[src/rtl/qhbd_pkg.sv]
// shared types, constants and coefficient table for the quintic hermite basis block
package qhbd_pkg;

   localparam int IN_W              = 17;
   localparam int H_W               = 24;
   localparam int ACC_W             = 48;
   localparam int MAG_W             = 53;
   localparam int MUL_W             = MAG_W + H_W;
   localparam int DIV_W             = MAG_W + 16;
   localparam int VAL_W             = 32;
   localparam int NUM_FN            = 6;
   localparam int CNT_W             = 7;
   localparam int DEFAULT_FRAC_BITS = 16;

   localparam logic [IN_W-1:0]  T_ONE     = IN_W'(65536);
   localparam logic [H_W-1:0]   H_RESET   = H_W'(65536);
   localparam logic [MAG_W-1:0] MAG_CAP   = MAG_W'(1) << 52;
   localparam logic [1:0]       ORDER_LAST = 2'd3;
   localparam logic [2:0]       FN_LAST   = 3'd5;

   typedef struct packed {
      logic            last;
      logic [IN_W-1:0] t;
   } item_type;

   localparam logic signed [7:0] BASIS_HALVES [0:5][0:5] = '{
      '{ 8'sd2, 8'sd0, 8'sd0, -8'sd20,  8'sd30, -8'sd12 },
      '{ 8'sd0, 8'sd0, 8'sd0,  8'sd20, -8'sd30,  8'sd12 },
      '{ 8'sd0, 8'sd2, 8'sd0, -8'sd12,  8'sd16, -8'sd6  },
      '{ 8'sd0, 8'sd0, 8'sd0, -8'sd8,   8'sd14, -8'sd6  },
      '{ 8'sd0, 8'sd0, 8'sd1, -8'sd3,   8'sd3,  -8'sd1  },
      '{ 8'sd0, 8'sd0, 8'sd0,  8'sd1,  -8'sd2,   8'sd1  }
   };

   // j! / (j-d)! indexed by order d and power j
   localparam logic [6:0] FALL_FACT [0:3][0:5] = '{
      '{ 7'd1, 7'd1, 7'd1, 7'd1,  7'd1,  7'd1  },
      '{ 7'd0, 7'd1, 7'd2, 7'd3,  7'd4,  7'd5  },
      '{ 7'd0, 7'd0, 7'd2, 7'd6,  7'd12, 7'd20 },
      '{ 7'd0, 7'd0, 7'd0, 7'd6,  7'd24, 7'd60 }
   };

   localparam logic [1:0] SCALE_POW [0:5] = '{ 2'd0, 2'd0, 2'd1, 2'd1, 2'd2, 2'd2 };

   function automatic logic signed [ACC_W-1:0] coef_fn(input logic [2:0] f,
                                                      input logic [1:0] d,
                                                      input logic [2:0] k);
      logic [3:0]         j;
      logic signed [15:0] p;
      j = {1'b0, k} + {2'b00, d};
      if (j > 4'd5 || f > FN_LAST) begin
         return '0;
      end
      p = 16'(BASIS_HALVES[f][j[2:0]]) * signed'({9'b0, FALL_FACT[d][j[2:0]]});
      return ACC_W'(p) <<< 31;
   endfunction

endpackage

[src/rtl/qhbd_front.sv]
// input stage: accepts knots, clamps the parameter and holds one item for the queue
module qhbd_front import qhbd_pkg::*; (
   input  logic            clock,
   input  logic            reset,
   input  logic            req_tvalid,
   output logic            req_tready,
   input  logic [IN_W-1:0] req_t,
   input  logic            req_tlast,
   output logic            push_valid,
   input  logic            push_ready,
   output item_type        push_item
);

   logic     hold_valid_ff;
   item_type hold_item_ff;

   assign req_tready = !hold_valid_ff || push_ready;
   assign push_valid = hold_valid_ff;
   assign push_item  = hold_item_ff;

   always_ff @(posedge clock) begin
      if (reset) begin
         hold_valid_ff <= 1'b0;
      end else begin
         if (req_tready) begin
            hold_valid_ff <= req_tvalid;
         end
         if (req_tvalid && req_tready) begin
            hold_item_ff.t    <= (req_t > T_ONE) ? T_ONE : req_t;
            hold_item_ff.last <= req_tlast;
         end
      end
   end

endmodule

[src/rtl/qhbd_queue.sv]
// two-entry queue between the input stage and the evaluation engine
module qhbd_queue import qhbd_pkg::*; (
   input  logic     clock,
   input  logic     reset,
   input  logic     push_valid,
   output logic     push_ready,
   input  item_type push_item,
   output logic     pop_valid,
   input  logic     pop,
   output item_type pop_item
);

   item_type   mem_ff [2];
   logic       wr_ptr_ff;
   logic       rd_ptr_ff;
   logic [1:0] count_ff;
   logic       do_push;
   logic       do_pop;

   assign push_ready = (count_ff != 2'd2);
   assign pop_valid  = (count_ff != 2'd0);
   assign pop_item   = mem_ff[rd_ptr_ff];
   assign do_push    = push_valid && push_ready;
   assign do_pop     = pop && pop_valid;

   always_ff @(posedge clock) begin
      if (reset) begin
         wr_ptr_ff <= 1'b0;
         rd_ptr_ff <= 1'b0;
         count_ff  <= 2'd0;
      end else begin
         if (do_push) begin
            mem_ff[wr_ptr_ff] <= push_item;
            wr_ptr_ff         <= !wr_ptr_ff;
         end
         if (do_pop) begin
            rd_ptr_ff <= !rd_ptr_ff;
         end
         count_ff <= count_ff + {1'b0, do_push} - {1'b0, do_pop};
      end
   end

endmodule

[src/rtl/qhbd_engine.sv]
// evaluation engine: horner, scaling by h and rounding over a shared serial multiplier and divider
module qhbd_engine import qhbd_pkg::*; #(
   parameter int FRAC_BITS = DEFAULT_FRAC_BITS
) (
   input  logic                    clock,
   input  logic                    reset,
   input  logic [H_W-1:0]          h_len,
   input  logic                    item_valid,
   input  item_type                item,
   output logic                    item_pop,
   output logic                    rsp_tvalid,
   input  logic                    rsp_tready,
   output logic [NUM_FN*VAL_W-1:0] rsp_tdata,
   output logic [2:0]              rsp_tuser,
   output logic                    rsp_tlast
);

   localparam int SHIFT = 32 - FRAC_BITS;

   typedef enum logic [3:0] {
      S_IDLE, S_INIT, S_HMUL, S_HADD, S_POST, S_SMUL, S_SNEXT, S_SDIV, S_DNEXT,
      S_ROUND, S_EMIT
   } state_type;

   state_type               state_ff;
   logic [IN_W-1:0]         t_ff;
   logic                    last_ff;
   logic [1:0]              d_ff;
   logic [2:0]              f_ff;
   logic [2:0]              k_ff;
   logic [1:0]              scl_cnt_ff;
   logic signed [ACC_W-1:0] acc_ff;
   logic                    neg_ff;
   logic [MAG_W-1:0]        mag_ff;
   logic [MUL_W-1:0]        mul_a_ff;
   logic [H_W-1:0]          mul_b_ff;
   logic [MUL_W-1:0]        prod_ff;
   logic [CNT_W-1:0]        cnt_ff;
   logic [H_W-1:0]          rem_ff;
   logic [DIV_W-1:0]        num_ff;
   logic [DIV_W-1:0]        quo_ff;
   logic [VAL_W-1:0]        vals_ff [NUM_FN];
   logic                    rsp_valid_ff;
   logic [NUM_FN*VAL_W-1:0] rsp_data_ff;
   logic [2:0]              rsp_user_ff;
   logic                    rsp_last_ff;

   logic [H_W-1:0]          h_eff;
   logic signed [ACC_W-1:0] coef_top;
   logic signed [ACC_W-1:0] coef_cur;
   logic [ACC_W-1:0]        coef_top_abs;
   logic [MUL_W-16-1:0]     prod_q;
   logic signed [ACC_W-1:0] hsum;
   logic [ACC_W-1:0]        hsum_abs;
   logic [ACC_W-1:0]        acc_abs;
   logic [MAG_W-1:0]        scaled;
   logic [H_W:0]            trial;
   logic                    ge;
   logic [MAG_W-1:0]        qcap;
   logic [MAG_W:0]          rnd;
   logic [VAL_W-1:0]        sat_val;
   logic [1:0]              sp;
   logic                    emit_go;

   assign h_eff        = (h_len == '0) ? H_W'(1) : h_len;
   assign coef_top     = coef_fn(f_ff, d_ff, 3'd5 - {1'b0, d_ff});
   assign coef_cur     = coef_fn(f_ff, d_ff, k_ff);
   assign coef_top_abs = coef_top[ACC_W-1] ? ACC_W'(-coef_top) : ACC_W'(coef_top);
   assign prod_q       = prod_ff[MUL_W-1:16];
   assign hsum         = (neg_ff ? -signed'(prod_q[ACC_W-1:0]) : signed'(prod_q[ACC_W-1:0]))
                         + coef_cur;
   assign hsum_abs     = hsum[ACC_W-1] ? ACC_W'(-hsum) : ACC_W'(hsum);
   assign acc_abs      = acc_ff[ACC_W-1] ? ACC_W'(-acc_ff) : ACC_W'(acc_ff);
   assign scaled       = (prod_q > (MUL_W-16)'(MAG_CAP)) ? MAG_CAP : prod_q[MAG_W-1:0];
   assign trial        = {rem_ff, num_ff[DIV_W-1]};
   assign ge           = (trial >= {1'b0, h_eff});
   assign qcap         = (quo_ff > DIV_W'(MAG_CAP)) ? MAG_CAP : quo_ff[MAG_W-1:0];
   assign rnd          = ({1'b0, mag_ff} + ((MAG_W+1)'(1) << (SHIFT - 1))) >> SHIFT;
   assign sp           = SCALE_POW[f_ff];
   assign emit_go      = !rsp_valid_ff || rsp_tready;
   assign item_pop     = (state_ff == S_IDLE) && item_valid;

   always_comb begin
      if (neg_ff) begin
         sat_val = (rnd > (MAG_W+1)'(32'h8000_0000)) ? 32'h8000_0000 : 32'd0 - rnd[31:0];
      end else begin
         sat_val = (rnd > (MAG_W+1)'(32'h7FFF_FFFF)) ? 32'h7FFF_FFFF : rnd[31:0];
      end
   end

   always_ff @(posedge clock) begin
      if (reset) begin
         state_ff     <= S_IDLE;
         rsp_valid_ff <= 1'b0;
         d_ff         <= '0;
         f_ff         <= '0;
      end else begin
         if (rsp_tready && (state_ff != S_EMIT)) begin
            rsp_valid_ff <= 1'b0;
         end
         unique case (state_ff)
            S_IDLE: begin
               if (item_valid) begin
                  t_ff     <= item.t;
                  last_ff  <= item.last;
                  d_ff     <= '0;
                  f_ff     <= '0;
                  state_ff <= S_INIT;
               end
            end
            S_INIT: begin
               neg_ff   <= coef_top[ACC_W-1];
               mul_a_ff <= MUL_W'(coef_top_abs);
               mul_b_ff <= H_W'(t_ff);
               prod_ff  <= '0;
               cnt_ff   <= CNT_W'(H_W);
               k_ff     <= 3'd4 - {1'b0, d_ff};
               state_ff <= S_HMUL;
            end
            S_HMUL, S_SMUL: begin
               if (mul_b_ff[0]) begin
                  prod_ff <= prod_ff + mul_a_ff;
               end
               mul_a_ff <= mul_a_ff << 1;
               mul_b_ff <= mul_b_ff >> 1;
               cnt_ff   <= cnt_ff - CNT_W'(1);
               if (cnt_ff == CNT_W'(1)) begin
                  state_ff <= (state_ff == S_HMUL) ? S_HADD : S_SNEXT;
               end
            end
            S_HADD: begin
               acc_ff <= hsum;
               if (k_ff == 3'd0) begin
                  state_ff <= S_POST;
               end else begin
                  k_ff     <= k_ff - 3'd1;
                  neg_ff   <= hsum[ACC_W-1];
                  mul_a_ff <= MUL_W'(hsum_abs);
                  mul_b_ff <= H_W'(t_ff);
                  prod_ff  <= '0;
                  cnt_ff   <= CNT_W'(H_W);
                  state_ff <= S_HMUL;
               end
            end
            S_POST: begin
               neg_ff <= acc_ff[ACC_W-1];
               mag_ff <= MAG_W'(acc_abs);
               if (sp > d_ff) begin
                  scl_cnt_ff <= sp - d_ff;
                  mul_a_ff   <= MUL_W'(acc_abs);
                  mul_b_ff   <= h_eff;
                  prod_ff    <= '0;
                  cnt_ff     <= CNT_W'(H_W);
                  state_ff   <= S_SMUL;
               end else if (sp < d_ff) begin
                  scl_cnt_ff <= d_ff - sp;
                  num_ff     <= {MAG_W'(acc_abs), 16'b0};
                  rem_ff     <= '0;
                  quo_ff     <= '0;
                  cnt_ff     <= CNT_W'(DIV_W);
                  state_ff   <= S_SDIV;
               end else begin
                  state_ff <= S_ROUND;
               end
            end
            S_SNEXT: begin
               mag_ff <= scaled;
               if (scl_cnt_ff == 2'd1) begin
                  state_ff <= S_ROUND;
               end else begin
                  scl_cnt_ff <= scl_cnt_ff - 2'd1;
                  mul_a_ff   <= MUL_W'(scaled);
                  mul_b_ff   <= h_eff;
                  prod_ff    <= '0;
                  cnt_ff     <= CNT_W'(H_W);
                  state_ff   <= S_SMUL;
               end
            end
            S_SDIV: begin
               rem_ff   <= ge ? H_W'(trial - {1'b0, h_eff}) : trial[H_W-1:0];
               quo_ff   <= {quo_ff[DIV_W-2:0], ge};
               num_ff   <= num_ff << 1;
               cnt_ff   <= cnt_ff - CNT_W'(1);
               if (cnt_ff == CNT_W'(1)) begin
                  state_ff <= S_DNEXT;
               end
            end
            S_DNEXT: begin
               mag_ff <= qcap;
               if (scl_cnt_ff == 2'd1) begin
                  state_ff <= S_ROUND;
               end else begin
                  scl_cnt_ff <= scl_cnt_ff - 2'd1;
                  num_ff     <= {qcap, 16'b0};
                  rem_ff     <= '0;
                  quo_ff     <= '0;
                  cnt_ff     <= CNT_W'(DIV_W);
                  state_ff   <= S_SDIV;
               end
            end
            S_ROUND: begin
               vals_ff[f_ff] <= sat_val;
               if (f_ff == FN_LAST) begin
                  state_ff <= S_EMIT;
               end else begin
                  f_ff     <= f_ff + 3'd1;
                  state_ff <= S_INIT;
               end
            end
            S_EMIT: begin
               if (emit_go) begin
                  rsp_valid_ff <= 1'b1;
                  rsp_data_ff  <= {vals_ff[5], vals_ff[4], vals_ff[3],
                                   vals_ff[2], vals_ff[1], vals_ff[0]};
                  rsp_user_ff  <= {last_ff, d_ff};
                  rsp_last_ff  <= (d_ff == ORDER_LAST);
                  f_ff         <= '0;
                  if (d_ff == ORDER_LAST) begin
                     d_ff     <= '0;
                     state_ff <= S_IDLE;
                  end else begin
                     d_ff     <= d_ff + 2'd1;
                     state_ff <= S_INIT;
                  end
               end
            end
            default: state_ff <= S_IDLE;
         endcase
      end
   end

   assign rsp_tvalid = rsp_valid_ff;
   assign rsp_tdata  = rsp_data_ff;
   assign rsp_tuser  = rsp_user_ff;
   assign rsp_tlast  = rsp_last_ff;

endmodule

[src/rtl/quintic_hermite_basis_derivatives.sv]
// top level of the quintic hermite basis and derivative evaluator
// each knot gives four result transactions; the engine finishes one knot before it takes the next
// knot rate is set by the shared serial multiplier and restoring divider
// synchronous active-high reset clears control state and sets the interval length to 1.0
module quintic_hermite_basis_derivatives import qhbd_pkg::*; #(
   parameter int FRAC_BITS = DEFAULT_FRAC_BITS
) (
   input  logic                    clock,
   input  logic                    reset,
   input  logic                    req_tvalid,
   output logic                    req_tready,
   input  logic [23:0]             req_tdata,   // knot_param
   input  logic                    req_tlast,
   output logic                    rsp_tvalid,
   input  logic                    rsp_tready,
   output logic [NUM_FN*VAL_W-1:0] rsp_tdata,   // val_h00, val_h10, val_h01, val_h11, val_h02, val_h12
   output logic [2:0]              rsp_tuser,   // deriv_order, end_of_table
   output logic                    rsp_tlast,
   input  logic                    csr_wr_en,
   input  logic [H_W-1:0]          csr_wr_data
);

   logic [H_W-1:0] h_len_ff;
   logic           push_valid;
   logic           push_ready;
   item_type       push_item;
   logic           pop_valid;
   logic           pop;
   item_type       pop_item;

   always_ff @(posedge clock) begin
      if (reset) begin
         h_len_ff <= H_RESET;
      end else if (csr_wr_en) begin
         h_len_ff <= csr_wr_data;
      end
   end

   qhbd_front u_front (
      .clock      (clock),
      .reset      (reset),
      .req_tvalid (req_tvalid),
      .req_tready (req_tready),
      .req_t      (req_tdata[IN_W-1:0]),
      .req_tlast  (req_tlast),
      .push_valid (push_valid),
      .push_ready (push_ready),
      .push_item  (push_item)
   );

   qhbd_queue u_queue (
      .clock      (clock),
      .reset      (reset),
      .push_valid (push_valid),
      .push_ready (push_ready),
      .push_item  (push_item),
      .pop_valid  (pop_valid),
      .pop        (pop),
      .pop_item   (pop_item)
   );

   qhbd_engine #(
      .FRAC_BITS (FRAC_BITS)
   ) u_engine (
      .clock      (clock),
      .reset      (reset),
      .h_len      (h_len_ff),
      .item_valid (pop_valid),
      .item       (pop_item),
      .item_pop   (pop),
      .rsp_tvalid (rsp_tvalid),
      .rsp_tready (rsp_tready),
      .rsp_tdata  (rsp_tdata),
      .rsp_tuser  (rsp_tuser),
      .rsp_tlast  (rsp_tlast)
   );

`ifndef SYNTHESIS
   a_last_is_order3: assert property (@(posedge clock) disable iff (reset)
      rsp_tvalid |-> (rsp_tlast == (rsp_tuser[1:0] == ORDER_LAST)))
      else $error("tlast does not match final derivative order");

   a_no_rsp_after_reset: assert property (@(posedge clock)
      (!reset && $past(reset)) |-> !rsp_tvalid)
      else $error("result valid right after reset");

   a_pop_only_when_valid: assert property (@(posedge clock) disable iff (reset)
      pop |-> pop_valid)
      else $error("queue popped while empty");
`endif

endmodule

[config.mk]
export PLATFORM = sky130hd
export DESIGN_NAME = quintic_hermite_basis_derivatives
export DESIGN_NICKNAME = d
export VERILOG_FILES = /design/src/rtl/qhbd_pkg.sv /design/src/rtl/qhbd_front.sv /design/src/rtl/qhbd_queue.sv /design/src/rtl/qhbd_engine.sv /design/src/rtl/quintic_hermite_basis_derivatives.sv
export SDC_FILE = /design/constraint.sdc
export NUM_CORES = 2
export LEC_CHECK = 0
export BUFFER_PORTS_ARGS = -buffer_cell sky130_fd_sc_hd__buf_2
export CAP_MARGIN = 20
export CORE_MARGIN = 5
export CORE_UTILIZATION = 60
export DETAILED_ROUTE_END_ITERATION = 16
export GPL_ROUTABILITY_DRIVEN = 1
export PLACE_DENSITY = 0.74
export SLEW_MARGIN = 30
export SYNTH_ARGS = -nofsm -noshare
export SYNTH_HDL_FRONTEND = slang
export SYNTH_SLANG_ARGS = --single-unit
[constraint.sdc]
create_clock -name clock -period 53.3 [get_ports clock]
set_input_delay 5.33 -clock clock [delete_from_list [all_inputs] [get_ports clock]]
set_output_delay 5.33 -clock clock [all_outputs]
set_load 0.1 [all_outputs]
After elaboration in Yosys (flattened, before gate mapping) --
Memory sizes are Yosys's and may differ from the RTL's. A register that Yosys moved wholly into a read port is not among the register bits. Cells that the tools add are included.
Word-level totals: bits in writable memories 228, input bits 54, latch bits 0, bits in read-only memories 400, register bits after elaboration 515, memories 4
Operators by class: div/mod/pow operators 0, bitwise operators 5, reductions and logical operators 44, $add $sub $neg 22, multiply operators 2, equal/unequal tests 30, magnitude comparators 15, multiplexer cells 106, shift operators 0
Memory list:
- (no name shown) | depth 8, bits a word 48, rd ports 1, clocked after Yosys merged registers in 0, write ports 0, RTL line qhbd_pkg.sv:54 | p = 16'(BASIS_HALVES[f][j[2:0]]) * signed'({9'b0, FALL_FACT[d][j[2:0]]});
- u_engine.vals_ff | depth 6, bits a word 32, rd ports 6, clocked after Yosys merged registers in 6, write ports 1, RTL line qhbd_engine.sv:42 | logic [VAL_W-1:0] vals_ff [NUM_FN];
- u_queue.mem_ff | depth 2, bits a word 18, rd ports 1, clocked after Yosys merged registers in 1, write ports 1, RTL line qhbd_queue.sv:13 | item_type mem_ff [2];
- (no name shown) | depth 8, bits a word 2, rd ports 1, clocked after Yosys merged registers in 0, write ports 0, RTL line qhbd_engine.sv:79 | assign sp = SCALE_POW[f_ff];
Operators with widths (number):
- $pmux 77 s5 | 2
- $mux 77 | 7
- $mux 48 | 10
- $mux 69 | 6
- $pmux 69 s3 | 2
- $mux 24 | 8
- $neg 48->48 | 4
- $pmux 53 s3 | 1
- $pmux 24 s5 | 1
- $mux 53 | 2
- $mux 32 | 3
- $bmux 42 s2 | 1
- $mux 42 | 2
- $add 77x77->77 | 1
- $pmux 24 s3 | 1
- $gt 69x53->1 const B | 1
- $mux 7 | 9
- $gt 61x53->1 const B | 1
- $add 53x16->54 const B | 1
- $add 48x48->48 | 1
- $bmux 8 s3 | 2
- $bmux 7 s3 | 2
- $pmux 7 s6 | 1
- $pmux 4 s10 | 1
- other kinds (64) | 154

Logic depth before layout (Yosys ltp) --
depth in word-level cells 14, mapped depth 39

Modules after synthesis --
Synthesis repeated with hierarchy kept, for this count alone.
Unflattened totals: cells, all modules 4256, area total of the unflattened synthesis 49085.8 um^2
Modules (own cells, without submodules):
- qhbd_engine | area an instance 45839.0 um^2, cells each 4052, sequential area each 25094.1 um^2, instances 1
- qhbd_queue | area an instance 1584.0 um^2, cells each 80, sequential area each 1181.1 um^2, instances 1
- quintic_hermite_basis_derivatives | area an instance 872.1 um^2, cells each 77, sequential area each 480.5 um^2, instances 1
- qhbd_front | area an instance 790.8 um^2, cells each 47, sequential area each 560.5 um^2, instances 1

Least setup slack after synthesis --
No wires, ideal clock.
path kind input to register, start input port reset, end register u_engine.prod_ff[0], enable pin, data arrival time 24.011 ns, cell stages on the path 4, slack 28.848 ns, cells stage by stage inv_1 o21ai_0 a2111oi_0 o21a_1
Between the ends: cells in the longest elaborated chain, start to end 2
RTL lines:
- start: declaration | RTL line quintic_hermite_basis_derivatives.sv:9 | input logic reset,
- $not 1->1 (no source line)
- $reduce_and 6->1 (no source line)
- end signal: assignment | RTL line qhbd_engine.sv:122 | prod_ff <= prod_ff + mul_a_ff;
- end: declaration | RTL line qhbd_engine.sv:37 | logic [MUL_W-1:0] prod_ff;
No other way between the ends. A chain may end at the register's enable or synchronous reset.

Worst setup path after layout --
start register u_engine.f_ff[2], end register u_engine.mul_a_ff[8], data pin
Between the ends: cells in the longest elaborated chain, start to end 13
RTL lines:
- start: declaration | RTL line qhbd_engine.sv:29 | logic [2:0] f_ff;
- start signal: assignment | RTL line qhbd_engine.sv:206 | f_ff <= f_ff + 3'd1;
- $not 3->4 (not written as such) | RTL line qhbd_pkg.sv:54
- $mem_v2 8x48
- $mux 48 (not written as such) (2 in series) | RTL line qhbd_pkg.sv:54
- $bmux 8 s3 | RTL line qhbd_pkg.sv:54
- $mux 8 (not written as such) (2 in series) | RTL line qhbd_pkg.sv:54
- $mul 8x8->16 | RTL line qhbd_pkg.sv:54
- $mux 48 | RTL line qhbd_pkg.sv:54
- $add 48x48->48 | RTL line qhbd_engine.sv:71 | + coef_cur;
- $mux 48 | RTL line qhbd_engine.sv:72 | assign hsum_abs = hsum[ACC_W-1] ? ACC_W'(-hsum) : ACC_W'(hsum);
- $mux 77 | RTL line qhbd_engine.sv:133 | if (k_ff == 3'd0) begin
- $pmux 77 s5 * | RTL line qhbd_engine.sv:101 | unique case (state_ff)
- end signal: assignment | RTL line qhbd_engine.sv:113 | mul_a_ff <= MUL_W'(coef_top_abs);
- end signal: assignment | RTL line qhbd_engine.sv:138 | mul_a_ff <= MUL_W'(hsum_abs);
- end signal: assignment | RTL line qhbd_engine.sv:150 | mul_a_ff <= MUL_W'(acc_abs);
- end: declaration | RTL line qhbd_engine.sv:35 | logic [MUL_W-1:0] mul_a_ff;
Mark *: on every way between the ends. The rest lies on a longest branch, timed or not. The select of a mux whose other input is x is not followed.

==> results by group <==
Outcome
  – Status: finished clean

Critical path
  – CP endpoint kind: flip-flop
  – CP startpoint kind: flip-flop
  – Largest delay contributor family on the critical path: compound AO/OA/AOI/OAI gates
  – Worst setup path startpoint: u_engine.f_ff[2]$_SDFFE_PP0P_
  – WP data required: approximately 54000 ps
  – Most frequent CP cell: nor2_1
  – Worst-path cell with the longest stage delay: dfxtp_1
  – Worst Path Arrival: 9990 ps
  – Worst R2R Start: u_engine.f_ff[2]$_SDFFE_PP0P_
  – Worst r2r dst: u_engine.mul_a_ff[8]$_DFFE_PP_
  – Critical Path Max Stage Delay: slightly below 800 ps
  – FF-to-FF path depth: 33
  – Reg2reg setup slack: 43690 ps
  – Kind of critical path: flip-flop to flip-flop
  – Crit Path Max Fanout: 30
  – WP buf/inv: 6

Floorplan
  – Die X: between 200 and 300 um
  – I/O pin count: between 200 and 300
  – Initial core utilization: between 60% and 70%
  – Rows: around 100
  – Die height: about 300 um
  – Die ar.: between 80000 and 90000 um^2
  – CORE AREA: around 80000 um^2

Synth
  – Seq/Total Area, Yosys: a little under three fifths
  – Cells after synthesis: about 4300
  – Synth area leaders: edfxtp_1 54%, ha_1 5.2%, nand2_1 3.3%
  – Syn nets: ~4600
  – Mapped Area: 49100 um^2
  – Flops & latches, synth: 922
  – Count of cell types in the netlist: between 90 and 100
  – Synth async-reset ratio: 0%
  – Primary FF master, synth: edfxtp_1
  – Yosys top cell area share: roughly 54%
  – Mean post-synth cell area: around 11 um^2
  – Synth warnings: 0
  – EDFF count, synth: 883
  – Area leader, netlist: edfxtp_1

Route
  – Drt first-iter violations: slightly below 4000
  – DR WL met3: 10600 um
  – Metal-1 WL: 51600 um
  – Antenna-violating nets left: 0
  – Final WL: 118000 um
  – DR pass1 iterations: 8
  – Vias: 34791
  – Vias/cell: 6.18
  – WL/cell: around 21 um
  – Top Layer Used: met4
  – # DRC: 0
  – DR WL met2: 52500 um

Clock network
  – Clk_lat worst skew: around 670 ps
  – CTS tree: done
  – Clock Sinks: 922
  – CTS H-Tree Depth: 3
  – CTS buffer count: 93
  – Post-CTS Resized: 0
  – Root Driver: clkbuf_16
  – Clock Path Buffers: 3
  – Post-CTS Setup Repair Bufs: 0
  – CTS Hold Bufs: 0
  – Clock transition at path regs: 60 ps

Power
  – Cell area power density: roughly 45 nW/um^2
  – Total power: 2.45 mW
  – Leakage: roughly 20 nW
  – Worst vdd ir: slightly below 0.00003 V

Hold path
  – Min-delay src: u_engine.vals_ff[2][22]$_DFFE_PP_
  – Worst Hold Path EP: rsp_tdata[86]$_DFFE_PP_
  – HP Class: flip-flop to flip-flop
  – Hold path cells: 0

Final layout
  – Layout cells sized above 1: 11.4%
  – Non-Filler Instances: between 5000 and 6000
  – Sequential standard cell area: around 27000 um^2
  – Nets: about 4800
  – Area of the multi-input gates: between 20000 and 25000 um^2
  – Area Growth Syn to Fin: 11.1%
  – Final core utilization: about two thirds
  – Antenna cells: 0
  – Fill count: 5992

Place
  – Input/output buffers: between 200 and 250
  – Post-DP HPWL: 85000 um
  – Setup slack at placement: about 44000 ps
  – GPL Wtd Cong: between 0.9 and 1
  – Cells after DPL: between 5000 and 6000

Timing
  – RSZ-0062 raised after global routing: no
  – Post-Route Setup TNS: 0 ps
  – PnR worst setup slack: roughly 44000 ps
  – Final setup fails: 0
  – Fmax: about 100 MHz
  – Fin crit share: about 18%
  – Worst Clk Skew: about 37 ps
  – Fin crit period: 9610 ps
  – Worst Max-Slew Pin Slew: just under 1000 ps
  – Slew Viols, Final: 0
  – Final Hold Viols: 0
  – Slew HR: ~34%

Global route
  – Remaining global-route overflow: 0
  – Largest net degree at the start of global routing: 173
  – Initial antenna violation count: 1
  – First-pass GRT wire length: about 180000 um
  – GRT Total Usage: 26.5%
  – Vias in the first global route: 32844

Run
  – Max-cap violations: 0
## worst max path at each step
| stage | to | slack, ps | cells past startpoint |
|---|---|---|---|
| after floorplan | u_engine.prod_ff[0]$_SDFFCE_PP0P_ | 28850 | 4 |
| after global placement | u_engine.prod_ff[1]$_SDFFCE_PP0P_ | 43900 | 7 |
| after detailed placement | u_engine.mul_a_ff[47]$_DFFE_PP_ | 43960 | 31 |
| after CTS | u_engine.mul_a_ff[47]$_DFFE_PP_ | 43850 | 32 |
| after global routing | u_engine.mul_a_ff[37]$_DFFE_PP_ | 43160 | 32 |
| final | u_engine.mul_a_ff[8]$_DFFE_PP_ | 43690 | 33 |
## flip-flops by register name, indices dropped and copies added, names as in the netlist, 2 cells and up
| register | count |
|---|---|
| u_engine.t_ff | 17 |
| u_engine.num_ff | 53 |
| u_queue.mem_ff | 36 |
| u_engine.state_ff | 4 |
| u_engine.mul_b_ff | 24 |
| u_queue.count_ff | 2 |
| u_engine.k_ff | 3 |
| u_engine.prod_ff | 77 |
| u_engine.vals_ff | 192 |
| u_engine.cnt_ff | 7 |
| u_engine.mag_ff | 38 |
| h_len_ff | 24 |
| u_engine.rem_ff | 24 |
| u_engine.acc_ff | 48 |
| u_engine.scl_cnt_ff | 2 |
| u_front.push_item | 18 |
| u_engine.quo_ff | 69 |
| u_engine.mul_a_ff | 77 |
| rsp_tdata | 192 |
| u_engine.rsp_tuser | 3 |
| u_engine.f_ff | 3 |
| u_engine.d_ff | 2 |
## worst reg2reg max path: cells and delay by family (launching register included)
kind | cells | cell delay (ps)
flops | 1 | 790
xor+xnor | 3 | 500
compound gates | 11 | 2890
simple gates | 7 | 1240
buf+inv | 6 | 1450
fa+ha+maj | 6 | 2460
## metrics by stage
step | instance area, um^2 | hold slack (ps)
2_1_floorplan | 49100 | 400
3_3_place_gp | 51300 | 400
3_5_place_dp | 51400 | 405
4_1_cts | 54500 | 402
5_1_grt | 54500 | 418
6_report | 54500 | 407
## Yosys cell counts (8+ instances only)
| cell | n |
|---|---|
| edfxtp_1 | 883 |
| nand2_1 | 434 |
| nor2_1 | 345 |
| o21ai_0 | 219 |
| a21oi_1 | 204 |
| ha_1 | 202 |
| xnor2_1 | 183 |
| inv_1 | 179 |
| clkbuf_1 | 177 |
| xor2_1 | 119 |
| and2_1 | 111 |
| nand3_1 | 92 |
| nor3_1 | 78 |
| a21o_1 | 77 |
| a22oi_1 | 73 |
| mux2i_1 | 57 |
| nand4_1 | 57 |
| o211ai_1 | 55 |
| nor4_1 | 53 |
| fa_1 | 51 |
| o31ai_1 | 48 |
| nor2b_1 | 44 |
| and3_1 | 42 |
| or3_1 | 41 |
| dfxtp_1 | 39 |
| nand2b_1 | 37 |
| a222oi_1 | 32 |
| a31oi_1 | 28 |
| a211oi_1 | 26 |
| o21a_1 | 24 |
| mux2_2 | 21 |
| o21bai_1 | 21 |
| or4_1 | 21 |
| a22o_1 | 15 |
| o41ai_1 | 15 |
| or2_2 | 15 |
| nor3b_1 | 12 |
| and4_1 | 11 |
| a221oi_1 | 10 |
| a311oi_1 | 9 |
| buf_1 | 9 |
| a41oi_1 | 8 |
## per-layer routing
metal	GRT usage [%]	vias up
met5	0	-
met4	7.25	0
met3	4.18	217
met2	40.9	1527
met1	39.7	16653
li1	-	16394
## cell usage in the layout, fill, tap and decap left out, types with 41 or more instances in the layout
cell type / Yosys / routed
nor4_1: 53 / 53
nand4_1: 57 / 57
o21ai_0: 219 / 219
o31ai_1: 48 / 47
a22oi_1: 73 / 73
a21o_1: 77 / 76
or3_1: 41 / 41
nor3_1: 78 / 71
edfxtp_1: 883 / 883
o211ai_1: 55 / 55
mux2i_1: 57 / 57
buf_2: 7 / 244
a21oi_1: 204 / 201
nor2b_1: 44 / 44
and3_1: 42 / 41
nand2_1: 434 / 434
ha_1: 202 / 202
fa_1: 51 / 51
xnor2_1: 183 / 183
nor2_1: 345 / 338
inv_1: 179 / 179
nand3_1: 92 / 91
clkbuf_16: 0 / 93
xor2_1: 119 / 119
and2_1: 111 / 111
## final cells by class
class	instances	area share (%)
flip-flops and latches	922	50.1
multi-input cells	3013	37.6
clock buffers	107	4.42
repair buffers	286	2.89
well taps	1060	2.43
clock inverters	61	1.32
inverters	182	1.25
## where the power goes
| group | switching [mW] | internal [mW] |
|---|---|---|
| Sequential | 0.0828 | 0.908 |
| Clock | 0.284 | 0.377 |
| Combinational | 0.500 | 0.299 |
## kinds of logic after synthesis
group | count (synthesis) | synth area share (%)
other cells | 1 | 0.00764
xor+xnor | 303 | 5.42
mux | 78 | 1.65
flops | 922 | 55.6
fa+ha+maj | 253 | 7.23
simple gates | 1427 | 14.2
compound gates | 951 | 12.9
buf+inv | 379 | 2.97
Note: power is estimated with default switching activity, not from simulation.
